`src/hdl/pmfa_pkg.sv`:
```
// ---------------------------------------------------------------------------
// pmfa_pkg
// Shared types and constants for the particulate sensor frame averager.
// ---------------------------------------------------------------------------
package pmfa_pkg;

    // Input opcodes
    localparam logic [1:0] OP_BYTE     = 2'd0;
    localparam logic [1:0] OP_FINALIZE = 2'd1;
    localparam logic [1:0] OP_RESTART  = 2'd2;
    localparam logic [1:0] OP_UNUSED   = 2'd3;

    // Result kinds
    localparam logic [1:0] KIND_GOOD  = 2'd0;
    localparam logic [1:0] KIND_BAD   = 2'd1;
    localparam logic [1:0] KIND_VALID = 2'd2;
    localparam logic [1:0] KIND_EMPTY = 2'd3;

    // Frame framing bytes
    localparam logic [7:0] HDR_FIRST  = 8'hAA;
    localparam logic [7:0] HDR_SECOND = 8'hC0;
    localparam logic [7:0] TAIL_BYTE  = 8'hAB;

    // Parser phases: searching, AA seen, body bytes 0..7
    localparam logic [3:0] PH_SEARCH = 4'd0;
    localparam logic [3:0] PH_HDR    = 4'd1;
    localparam logic [3:0] PH_BODY0  = 4'd2;
    localparam logic [3:0] PH_LAST   = 4'd9;

    // Window accumulator limits
    localparam logic [9:0]  MAX_SAMPLES = 10'd1023;
    localparam logic [15:0] LOW_RESET   = 16'd20000;
    localparam logic [15:0] ERR_MAX     = 16'hFFFF;

    // Widths
    localparam int SUM_W  = 26;
    localparam int VAL_W  = 20;
    localparam int CNT_W  = 10;
    localparam int ERR_W  = 16;
    localparam int DIVD_W = SUM_W + 4;   // sum times ten

    // Command queue between parser and accumulator
    localparam int QUEUE_DEPTH = 4;
    localparam int QPTR_W      = $clog2(QUEUE_DEPTH);

    // Work handed from the parser to the accumulator
    typedef struct packed {
        logic        is_final;
        logic        good;
        logic        win;
        logic [15:0] p10;
        logic [15:0] p25;
    } cmd_t;

    // One result item
    typedef struct packed {
        logic [1:0]       kind;
        logic [VAL_W-1:0] pm10;
        logic [VAL_W-1:0] pm25;
        logic [CNT_W-1:0] cnt;
        logic [ERR_W-1:0] err;
    } res_t;

endpackage

```
`src/hdl/pmfa_front.sv`:
```
// ---------------------------------------------------------------------------
// pmfa_front
// Header hunt, body capture and frame check; hands frames and finalize
// requests to the command queue.
// ---------------------------------------------------------------------------
module pmfa_front
(
    input  logic                clk,
    input  logic                rst_n,
    input  logic                accept,
    input  logic [1:0]          opcode,
    input  logic [7:0]          rx_byte,
    input  logic                in_window,
    output logic                cmd_push,
    output pmfa_pkg::cmd_t      cmd
);

    logic [3:0] phase_reg;
    logic [3:0] phase_next;
    logic [3:0] phase_cur;
    logic [7:0] body_reg [0:6];
    logic [2:0] body_idx;
    logic [7:0] cks;
    logic       frame_done;
    logic       body_wr;

    // Out-of-range phases count as searching
    assign phase_cur = (phase_reg > pmfa_pkg::PH_LAST) ? pmfa_pkg::PH_SEARCH : phase_reg;
    assign body_idx  = 3'(phase_cur - pmfa_pkg::PH_BODY0);

    // Parser next phase
    always_comb
    begin
        phase_next = phase_reg;
        frame_done = 1'b0;
        body_wr    = 1'b0;
        if (accept)
        begin
            unique case (opcode)
                pmfa_pkg::OP_BYTE:
                begin
                    priority if (phase_cur == pmfa_pkg::PH_SEARCH)
                    begin
                        phase_next = (rx_byte == pmfa_pkg::HDR_FIRST) ?
                                     pmfa_pkg::PH_HDR : pmfa_pkg::PH_SEARCH;
                    end
                    else if (phase_cur == pmfa_pkg::PH_HDR)
                    begin
                        priority if (rx_byte == pmfa_pkg::HDR_SECOND)
                            phase_next = pmfa_pkg::PH_BODY0;
                        else if (rx_byte == pmfa_pkg::HDR_FIRST)
                            phase_next = pmfa_pkg::PH_HDR;
                        else
                            phase_next = pmfa_pkg::PH_SEARCH;
                    end
                    else if (phase_cur == pmfa_pkg::PH_LAST)
                    begin
                        phase_next = pmfa_pkg::PH_SEARCH;
                        frame_done = 1'b1;
                    end
                    else
                    begin
                        phase_next = phase_cur + 4'd1;
                        body_wr    = 1'b1;
                    end
                end
                pmfa_pkg::OP_RESTART: phase_next = pmfa_pkg::PH_SEARCH;
                pmfa_pkg::OP_FINALIZE,
                pmfa_pkg::OP_UNUSED: phase_next = phase_reg;
                default: phase_next = phase_reg;
            endcase
        end
    end

    // Checksum of body bytes 0..5, 8-bit wrap
    assign cks = body_reg[0] + body_reg[1] + body_reg[2]
               + body_reg[3] + body_reg[4] + body_reg[5];

    // Command to the back end
    always_comb
    begin
        cmd.is_final = (opcode == pmfa_pkg::OP_FINALIZE);
        cmd.good     = (cks == body_reg[6]) && (rx_byte == pmfa_pkg::TAIL_BYTE);
        cmd.win      = in_window;
        cmd.p25      = {body_reg[1], body_reg[0]};
        cmd.p10      = {body_reg[3], body_reg[2]};
        cmd_push     = frame_done || (accept && opcode == pmfa_pkg::OP_FINALIZE);
    end

    // Phase register
    always_ff @(posedge clk or negedge rst_n)
    begin
        if (!rst_n)
            phase_reg <= pmfa_pkg::PH_SEARCH;
        else
            phase_reg <= phase_next;
    end

    // Body bytes, no reset
    always_ff @(posedge clk)
    begin
        if (body_wr)
            body_reg[body_idx] <= rx_byte;
    end

endmodule

```
`src/hdl/pmfa_queue.sv`:
```
// ---------------------------------------------------------------------------
// pmfa_queue
// Short command queue between the parser and the accumulator.
// ---------------------------------------------------------------------------
module pmfa_queue
(
    input  logic                clk,
    input  logic                rst_n,
    input  logic                push,
    input  pmfa_pkg::cmd_t      wr_data,
    input  logic                pop,
    output pmfa_pkg::cmd_t      rd_data,
    output logic                full,
    output logic                empty
);

    pmfa_pkg::cmd_t                  mem_reg [0:pmfa_pkg::QUEUE_DEPTH-1];
    logic [pmfa_pkg::QPTR_W-1:0]     wr_ptr_reg;
    logic [pmfa_pkg::QPTR_W-1:0]     rd_ptr_reg;
    logic [pmfa_pkg::QPTR_W:0]       count_reg;
    logic                            do_push;
    logic                            do_pop;

    assign full    = (count_reg == (pmfa_pkg::QPTR_W+1)'(pmfa_pkg::QUEUE_DEPTH));
    assign empty   = (count_reg == '0);
    assign do_push = push && !full;
    assign do_pop  = pop && !empty;
    assign rd_data = mem_reg[rd_ptr_reg];

    // Pointers and fill count
    always_ff @(posedge clk or negedge rst_n)
    begin
        if (!rst_n)
        begin
            wr_ptr_reg <= '0;
            rd_ptr_reg <= '0;
            count_reg  <= '0;
        end
        else
        begin
            if (do_push)
                wr_ptr_reg <= wr_ptr_reg + 1'b1;
            if (do_pop)
                rd_ptr_reg <= rd_ptr_reg + 1'b1;
            if (do_push && !do_pop)
                count_reg <= count_reg + 1'b1;
            else if (do_pop && !do_push)
                count_reg <= count_reg - 1'b1;
        end
    end

    // Storage
    always_ff @(posedge clk)
    begin
        if (do_push)
            mem_reg[wr_ptr_reg] <= wr_data;
    end

endmodule

```
`src/hdl/pmfa_div.sv`:
```
// ---------------------------------------------------------------------------
// pmfa_div
// Restoring divider, one quotient bit per cycle.
// ---------------------------------------------------------------------------
module pmfa_div
(
    input  logic                            clk,
    input  logic                            rst_n,
    input  logic                            start,
    input  logic [pmfa_pkg::DIVD_W-1:0]     dividend,
    input  logic [pmfa_pkg::CNT_W-1:0]      divisor,
    output logic                            done,
    output logic [pmfa_pkg::VAL_W-1:0]      quotient
);

    localparam int STEP_W = $clog2(pmfa_pkg::DIVD_W);

    logic                            busy_reg;
    logic                            done_reg;
    logic [STEP_W-1:0]               step_reg;
    logic [pmfa_pkg::CNT_W-1:0]      dsr_reg;
    logic [pmfa_pkg::CNT_W-1:0]      rem_reg;
    logic [pmfa_pkg::DIVD_W-1:0]     quo_reg;
    logic [pmfa_pkg::CNT_W:0]        rem_shift;
    logic [pmfa_pkg::CNT_W:0]        rem_diff;
    logic                            q_bit;

    // One trial subtract
    assign rem_shift = {rem_reg, quo_reg[pmfa_pkg::DIVD_W-1]};
    assign rem_diff  = rem_shift - {1'b0, dsr_reg};
    assign q_bit     = (rem_shift >= {1'b0, dsr_reg});

    assign done     = done_reg;
    assign quotient = quo_reg[pmfa_pkg::VAL_W-1:0];

    always_ff @(posedge clk or negedge rst_n)
    begin
        if (!rst_n)
        begin
            busy_reg <= 1'b0;
            done_reg <= 1'b0;
            step_reg <= '0;
            dsr_reg  <= '0;
            rem_reg  <= '0;
            quo_reg  <= '0;
        end
        else
        begin
            done_reg <= 1'b0;
            if (start)
            begin
                busy_reg <= 1'b1;
                step_reg <= '0;
                dsr_reg  <= divisor;
                rem_reg  <= '0;
                quo_reg  <= dividend;
            end
            else if (busy_reg)
            begin
                rem_reg <= q_bit ? rem_diff[pmfa_pkg::CNT_W-1:0]
                                 : rem_shift[pmfa_pkg::CNT_W-1:0];
                quo_reg <= {quo_reg[pmfa_pkg::DIVD_W-2:0], q_bit};
                if (step_reg == STEP_W'(pmfa_pkg::DIVD_W - 1))
                begin
                    busy_reg <= 1'b0;
                    done_reg <= 1'b1;
                end
                else
                begin
                    step_reg <= step_reg + 1'b1;
                end
            end
        end
    end

endmodule

```
`src/hdl/pmfa_back.sv`:
```
// ---------------------------------------------------------------------------
// pmfa_back
// Window accumulator: sums, min/max, finalize with an average (min and max trimmed
// above two samples) and error count; holds the result register.
// ---------------------------------------------------------------------------
module pmfa_back
(
    input  logic                clk,
    input  logic                rst_n,
    input  logic                cmd_empty,
    input  pmfa_pkg::cmd_t      cmd,
    output logic                cmd_pop,
    input  logic                res_pop,
    output logic                res_valid,
    output pmfa_pkg::res_t      res
);

    typedef enum logic [1:0]
    {
        ST_IDLE,
        ST_START,
        ST_DIV
    } state_t;

    state_t                          state_reg;
    logic [pmfa_pkg::SUM_W-1:0]      pm10_sum_reg;
    logic [pmfa_pkg::SUM_W-1:0]      pm25_sum_reg;
    logic [15:0]                     pm10_low_reg;
    logic [15:0]                     pm10_high_reg;
    logic [15:0]                     pm25_low_reg;
    logic [15:0]                     pm25_high_reg;
    logic [pmfa_pkg::CNT_W-1:0]      count_reg;
    logic [pmfa_pkg::ERR_W-1:0]      err_reg;
    logic [pmfa_pkg::SUM_W-1:0]      s10_reg;
    logic [pmfa_pkg::SUM_W-1:0]      s25_reg;
    logic [pmfa_pkg::CNT_W-1:0]      n_reg;
    logic                            res_valid_reg;
    pmfa_pkg::res_t                  res_reg;

    logic                            slot_free;
    logic                            take;
    logic                            acc_en;
    logic                            trim;
    logic [pmfa_pkg::ERR_W-1:0]      err_bump;
    logic [pmfa_pkg::DIVD_W-1:0]     d10;
    logic [pmfa_pkg::DIVD_W-1:0]     d25;
    logic                            div_start;
    logic                            done10;
    logic                            done25;
    logic [pmfa_pkg::VAL_W-1:0]      q10;
    logic [pmfa_pkg::VAL_W-1:0]      q25;

    // Result slot and command handshake
    assign slot_free = !res_valid_reg || res_pop;
    assign take      = (state_reg == ST_IDLE) && !cmd_empty && slot_free;
    assign cmd_pop   = take;
    assign res_valid = res_valid_reg;
    assign res       = res_reg;

    assign acc_en   = cmd.good && cmd.win && (count_reg < pmfa_pkg::MAX_SAMPLES);
    assign trim     = (count_reg > pmfa_pkg::CNT_W'(2));
    assign err_bump = (err_reg != pmfa_pkg::ERR_MAX) ? err_reg + 1'b1 : err_reg;

    // Dividends: trimmed sum times ten
    assign d10       = ({4'b0, s10_reg} << 3) + ({4'b0, s10_reg} << 1);
    assign d25       = ({4'b0, s25_reg} << 3) + ({4'b0, s25_reg} << 1);
    assign div_start = (state_reg == ST_START) && (n_reg != '0);

    pmfa_div u_div10
    (
        .clk      (clk),
        .rst_n    (rst_n),
        .start    (div_start),
        .dividend (d10),
        .divisor  (n_reg),
        .done     (done10),
        .quotient (q10)
    );

    pmfa_div u_div25
    (
        .clk      (clk),
        .rst_n    (rst_n),
        .start    (div_start),
        .dividend (d25),
        .divisor  (n_reg),
        .done     (done25),
        .quotient (q25)
    );

    // Sequencer, accumulators and result register
    always_ff @(posedge clk or negedge rst_n)
    begin
        if (!rst_n)
        begin
            state_reg     <= ST_IDLE;
            pm10_sum_reg  <= '0;
            pm25_sum_reg  <= '0;
            pm10_low_reg  <= pmfa_pkg::LOW_RESET;
            pm10_high_reg <= '0;
            pm25_low_reg  <= pmfa_pkg::LOW_RESET;
            pm25_high_reg <= '0;
            count_reg     <= '0;
            err_reg       <= '0;
            s10_reg       <= '0;
            s25_reg       <= '0;
            n_reg         <= '0;
            res_valid_reg <= 1'b0;
            res_reg       <= '0;
        end
        else
        begin
            if (res_pop)
                res_valid_reg <= 1'b0;

            unique case (state_reg)
                ST_IDLE:
                begin
                    if (take && !cmd.is_final)
                    begin
                        // Frame result, accumulate when good, in window and below the sample limit
                        if (acc_en)
                        begin
                            pm10_sum_reg <= pm10_sum_reg + pmfa_pkg::SUM_W'(cmd.p10);
                            pm25_sum_reg <= pm25_sum_reg + pmfa_pkg::SUM_W'(cmd.p25);
                            if (cmd.p10 < pm10_low_reg)
                                pm10_low_reg <= cmd.p10;
                            if (cmd.p10 > pm10_high_reg)
                                pm10_high_reg <= cmd.p10;
                            if (cmd.p25 < pm25_low_reg)
                                pm25_low_reg <= cmd.p25;
                            if (cmd.p25 > pm25_high_reg)
                                pm25_high_reg <= cmd.p25;
                            count_reg <= count_reg + 1'b1;
                        end
                        res_valid_reg <= 1'b1;
                        res_reg.kind  <= cmd.good ? pmfa_pkg::KIND_GOOD : pmfa_pkg::KIND_BAD;
                        res_reg.pm10  <= pmfa_pkg::VAL_W'(cmd.p10);
                        res_reg.pm25  <= pmfa_pkg::VAL_W'(cmd.p25);
                        res_reg.cnt   <= '0;
                        res_reg.err   <= err_reg;
                    end
                    else if (take)
                    begin
                        // Finalize: capture sums (trimmed above two samples), clear the window
                        if (trim)
                        begin
                            s10_reg <= pm10_sum_reg - pmfa_pkg::SUM_W'({1'b0, pm10_low_reg}
                                                                        + {1'b0, pm10_high_reg});
                            s25_reg <= pm25_sum_reg - pmfa_pkg::SUM_W'({1'b0, pm25_low_reg}
                                                                        + {1'b0, pm25_high_reg});
                            n_reg   <= count_reg - pmfa_pkg::CNT_W'(2);
                        end
                        else
                        begin
                            s10_reg <= pm10_sum_reg;
                            s25_reg <= pm25_sum_reg;
                            n_reg   <= count_reg;
                        end
                        pm10_sum_reg  <= '0;
                        pm25_sum_reg  <= '0;
                        pm10_low_reg  <= pmfa_pkg::LOW_RESET;
                        pm10_high_reg <= '0;
                        pm25_low_reg  <= pmfa_pkg::LOW_RESET;
                        pm25_high_reg <= '0;
                        count_reg     <= '0;
                        state_reg     <= ST_START;
                    end
                end
                ST_START:
                begin
                    if (n_reg == '0)
                    begin
                        // Empty window
                        err_reg       <= err_bump;
                        res_valid_reg <= 1'b1;
                        res_reg.kind  <= pmfa_pkg::KIND_EMPTY;
                        res_reg.pm10  <= '0;
                        res_reg.pm25  <= '0;
                        res_reg.cnt   <= '0;
                        res_reg.err   <= err_bump;
                        state_reg     <= ST_IDLE;
                    end
                    else
                    begin
                        state_reg <= ST_DIV;
                    end
                end
                ST_DIV:
                begin
                    if (done10 && done25)
                    begin
                        // Fewer than three used samples counts as an error window
                        if (n_reg < pmfa_pkg::CNT_W'(3))
                        begin
                            err_reg     <= err_bump;
                            res_reg.err <= err_bump;
                        end
                        else
                        begin
                            res_reg.err <= err_reg;
                        end
                        res_valid_reg <= 1'b1;
                        res_reg.kind  <= pmfa_pkg::KIND_VALID;
                        res_reg.pm10  <= q10;
                        res_reg.pm25  <= q25;
                        res_reg.cnt   <= n_reg;
                        state_reg     <= ST_IDLE;
                    end
                end
                default: state_reg <= ST_IDLE;
            endcase
        end
    end

endmodule

```
`src/hdl/pm_sensor_frame_averager.sv`:
```
// A frame result passes the command queue and result register once its last byte
// is taken; a finalize also passes the start state and, for a non-empty window,
// the 30-step serial divider, which holds the accumulator. Throughput: one item
// per cycle into a 4-entry command queue while full is low; frames drain at one
// per cycle while results are popped. Reset (rst_n, async, active low) sets the
// parser to header search, clears sums, count, errors and all queues.
// ---------------------------------------------------------------------------
// pm_sensor_frame_averager
// Parses particulate sensor reply frames and averages them over a window.
// ---------------------------------------------------------------------------
module pm_sensor_frame_averager
(
    input  logic        clk,
    input  logic        rst_n,
    input  logic        push,
    output logic        full,
    input  logic [1:0]  opcode,
    input  logic [7:0]  rx_byte,
    input  logic        in_window,
    output logic        empty,
    input  logic        pop,
    output logic [1:0]  kind,
    output logic [19:0] pm10_value,
    output logic [19:0] pm25_value,
    output logic [9:0]  sample_count,
    output logic [15:0] error_total
);

    pmfa_pkg::cmd_t cmd_in;
    pmfa_pkg::cmd_t cmd_out;
    pmfa_pkg::res_t res;
    logic           accept;
    logic           cmd_push;
    logic           cmd_pop;
    logic           q_full;
    logic           q_empty;
    logic           res_valid;

    // Input handshake
    assign full   = q_full;
    assign accept = push && !q_full;

    pmfa_front u_front
    (
        .clk       (clk),
        .rst_n     (rst_n),
        .accept    (accept),
        .opcode    (opcode),
        .rx_byte   (rx_byte),
        .in_window (in_window),
        .cmd_push  (cmd_push),
        .cmd       (cmd_in)
    );

    pmfa_queue u_queue
    (
        .clk     (clk),
        .rst_n   (rst_n),
        .push    (cmd_push),
        .wr_data (cmd_in),
        .pop     (cmd_pop),
        .rd_data (cmd_out),
        .full    (q_full),
        .empty   (q_empty)
    );

    pmfa_back u_back
    (
        .clk       (clk),
        .rst_n     (rst_n),
        .cmd_empty (q_empty),
        .cmd       (cmd_out),
        .cmd_pop   (cmd_pop),
        .res_pop   (pop && res_valid),
        .res_valid (res_valid),
        .res       (res)
    );

    // Result ports
    assign empty        = !res_valid;
    assign kind         = res.kind;
    assign pm10_value   = res.pm10;
    assign pm25_value   = res.pm25;
    assign sample_count = res.cnt;
    assign error_total  = res.err;

endmodule

```
`config.mk`:
```
export PLATFORM = sky130hd
export DESIGN_NAME = pm_sensor_frame_averager
export DESIGN_NICKNAME = d
export VERILOG_FILES = /design/src/hdl/pmfa_pkg.sv /design/src/hdl/pmfa_front.sv /design/src/hdl/pmfa_queue.sv /design/src/hdl/pmfa_div.sv /design/src/hdl/pmfa_back.sv /design/src/hdl/pm_sensor_frame_averager.sv
export SDC_FILE = /design/constraint.sdc
export NUM_CORES = 2
export LEC_CHECK = 0
export BUFFER_PORTS_ARGS = -buffer_cell sky130_fd_sc_hd__buf_4
export CAP_MARGIN = 0
export CORE_MARGIN = 2
export CORE_UTILIZATION = 42
export CTS_CLUSTER_SIZE = 12
export DETAILED_ROUTE_END_ITERATION = 8
export PLACE_DENSITY_LB_ADDON = 0.08
export SETUP_SLACK_MARGIN = 0.05
export SLEW_MARGIN = 10
export SYNTH_ARGS = -nofsm -noshare
export SYNTH_HDL_FRONTEND = slang
export SYNTH_SLANG_ARGS = --single-unit
export TNS_END_PERCENT = 1
```
`constraint.sdc`:
```
create_clock -name clk -period 11.6 [get_ports clk]
set_input_delay 1.16 -clock clk [delete_from_list [all_inputs] [get_ports clk]]
set_output_delay 1.16 -clock clk [all_outputs]
set_load 0.03 [all_outputs]
```
==> run summary <==
status: finished clean
sequential area share after synthesis: 0.457
worst-path fanout max: 6
CTS Sinks: 586
Synth Register Bits: 586
Starting DRT DRC Count: 1386
critical path class: flip-flop to flip-flop
Initial Util: 0.424
cell count after placement: 4368
clk_lat worst skew: 630 ps
peak supply drop: 0.177 mV
Critical Path End: u_back.s25_reg[19]$_DFFE_PN0P_
GRT Total Usage: 0.219
startpoint types: flip-flop
register area: 15700 um2
post-synth top area cell: dfrtp_1
Max-Cap Viols: 0
Worst R2R End: u_back.s25_reg[19]$_DFFE_PN0P_
Die W: 290 um
max-slew violations: 0
FILL cells: 7430
Max-slew headroom: 0.205
Final Hold Viols: 0
Final ANT Viol Nets: 0
First-pass DRT Iterations: 5
Critical Path RT: 12140 ps
Worst R2R Path Depth: 18
pin count of the biggest net entering global routing: 144
ys async rst share: 0.666
YS warnings: 0
CTS Buffer Depth: 3
setup violators final: 0
library cells used by synthesis: 76
fin cells: 4502
busiest grt layer: met2
Post-synth EDFFs: 196
Die Height: 290 um
number of flip-flops in the largest register: 140
IO Count: 85
Synth area leaders: dfrtp_1, edfxtp_1, ha_1
critical path data arrival time: 6050 ps
Crit path largest cell delay: 880 ps
min-delay worst type: flip-flop to flip-flop
maximum clock rate: 182 MHz
met1 Use GR: 0.295
Clock transition at path regs: 60 ps
Num CTS Buffers: 73
DR DRC count: 0
final WL: 90800 um
Synth-to-Final Area Change: 12.0%
wire per inst: 20.2 um
met3 global-route usage: 0.0290
final hold slack: 469 ps
total inserted antenna cells: 0
final worst path period share: 0.474
Synth Flop Type: dfrtp_1
Avg Cell Area, Syn: 10.3 um2
H-Tree Depth: 3
worst-margin pin slew: 1190 ps
CP Cell Sequence: ha_1, inv_1, fa_1, nor2b_1, o21ai_0, a21boi_0, o211ai_1, a21oi_1, a2111oi_0, xor2_1, ha_1, or3_1, nor4_1, o31ai_1, a2111oi_0, nor3_1, or4_1, a31oi_1
Cell Area, Synth: 34200 um2
syn nets: 3642
pwr/cell area: 305 nW/um2
cts hold-fix bufs: 0
total grt overflow: 0
initial antenna violation count: 1
layout cells sized above 1: 0.0938
via count: 25200
RSZ-0062 raised after global routing: false
Synth top area share: 0.278
std cell rows: 104
via/cell ratio: 5.60
CTS resizes: 0
skew final: 27.2 ps
LEAKAGE: 0.0168 uW
TritonCTS clock tree: done
post-layout minimum cycle time: 5500 ps
DP HPWL: 64000 um
first-pass GRT wire length: 144000 um
GPL Wtd Cong: 0.865
met2 GRT Util: 0.373
Setup TNS: 0 ps
Crit. End Element: flip-flop
vias in the first global route: 25300
CP max stage cell: a2111oi_0
Cells after Synth: 3337
CTS root buffer: clkbuf_16
nets: 3688
Buffers on Ports: 84
R2R setup slack: 6100 ps
Core ar.: 80700 um2
Worst Setup SP: u_back.pm25_high_reg[0]$_DFFE_PN0P_
die area: 83800 um2
final core utilization: 0.476
area of the multi-input gates: 17400 um2
post-CTS setup repair buffer count: 0
reg-to-reg startpoint: u_back.pm25_high_reg[0]$_DFFE_PN0P_
[worst max-delay path: cells and delay by family, from the launching register on]
kind,cells,cell delay [ps]
AO/OA/AOI/OAI,8,2530
AND/OR/NAND/NOR,5,1590
adder cells (fa/ha/maj),3,650
flip-flops,1,400
XOR/XNOR,1,170
buffers and inverters,1,70
[cells in the mapped netlist (40+ instances only)]
master    instances
a21o_1           75
a21oi_1         203
a22o_1           42
clkbuf_1        120
dfrtp_1         380
edfxtp_1        196
ha_1            252
inv_1           192
mux2i_1          79
nand2_1         298
nand2b_1         41
nand3_1         107
nand4_1          40
nor2_1          246
nor3_1           72
o21ai_0         233
xnor2_1         114
xor2_1           99
[power breakdown]
group	switching, uW	internal, uW	leakage [uW]
clock	922	1370	0.00120
combinational	3830	2420	0.00877
sequential	486	2690	0.00682
total	5230	6480	0.0168
[area by class of cell]
class / count / area share
tap: 1060 / 0.0346
clock inverter: 30 / 0.00874
multi-input combinational: 2416 / 0.452
inverter: 192 / 0.0188
sequential: 586 / 0.408
clock buffer: 104 / 0.0546
timing repair buffer: 114 / 0.0228
[logic make-up after synthesis]
family | share of synthesized area
buffers and inverters | 0.0375
AND/OR/NAND/NOR | 0.129
flip-flops | 0.457
AO/OA/AOI/OAI | 0.157
XOR/XNOR | 0.0545
adder cells (fa/ha/maj) | 0.114
multiplexers | 0.0505
[how the worst min path moves through the flow]
stage                                          start                          endpoint  depth (start not counted)
finish                    u_back.res[66]$_DFFE_PN0P_        u_back.res[66]$_DFFE_PN0P_                          2
global route              u_back.res[43]$_DFFE_PN0P_        u_back.res[43]$_DFFE_PN0P_                          2
CTS                       u_back.res[66]$_DFFE_PN0P_        u_back.res[66]$_DFFE_PN0P_                          2
detailed placement        u_back.res[66]$_DFFE_PN0P_        u_back.res[66]$_DFFE_PN0P_                          2
global placement          u_back.res[20]$_DFFE_PN0P_        u_back.res[20]$_DFFE_PN0P_                          2
floorplan           u_queue.count_reg[2]$_DFFE_PN0P_  u_queue.count_reg[2]$_DFFE_PN0P_                          1
[metrics by stage]
stage | setup slack (ps) | power (uW) | instance area, um2
floorplan | 7090 | 7750 | 34200
global placement | 6240 | 9320 | 35900
detailed placement | 6270 | 9450 | 35900
CTS | 6220 | 11800 | 38400
global route | 5560 | 12700 | 38400
finish | 6100 | 11700 | 38400
[placed cells by master, fill, tap and decap left out, drive strengths merged, types with 114 or more instances in the layout]
| cell type | count |
|---|---|
| dfrtp | 380 |
| nand2 | 298 |
| ha | 252 |
| nor2 | 247 |
| o21ai | 235 |
| a21oi | 203 |
| edfxtp | 196 |
| inv | 194 |
| xnor2 | 114 |
| buf | 114 |
[layer usage]
layer / routed length (um) / share of wire
met5: 16 / 0.00018
met4: 1940 / 0.021
met3: 3010 / 0.033
met2: 43800 / 0.48
met1: 42000 / 0.46
No activity file was read; power rests on OpenSTA's default activity.
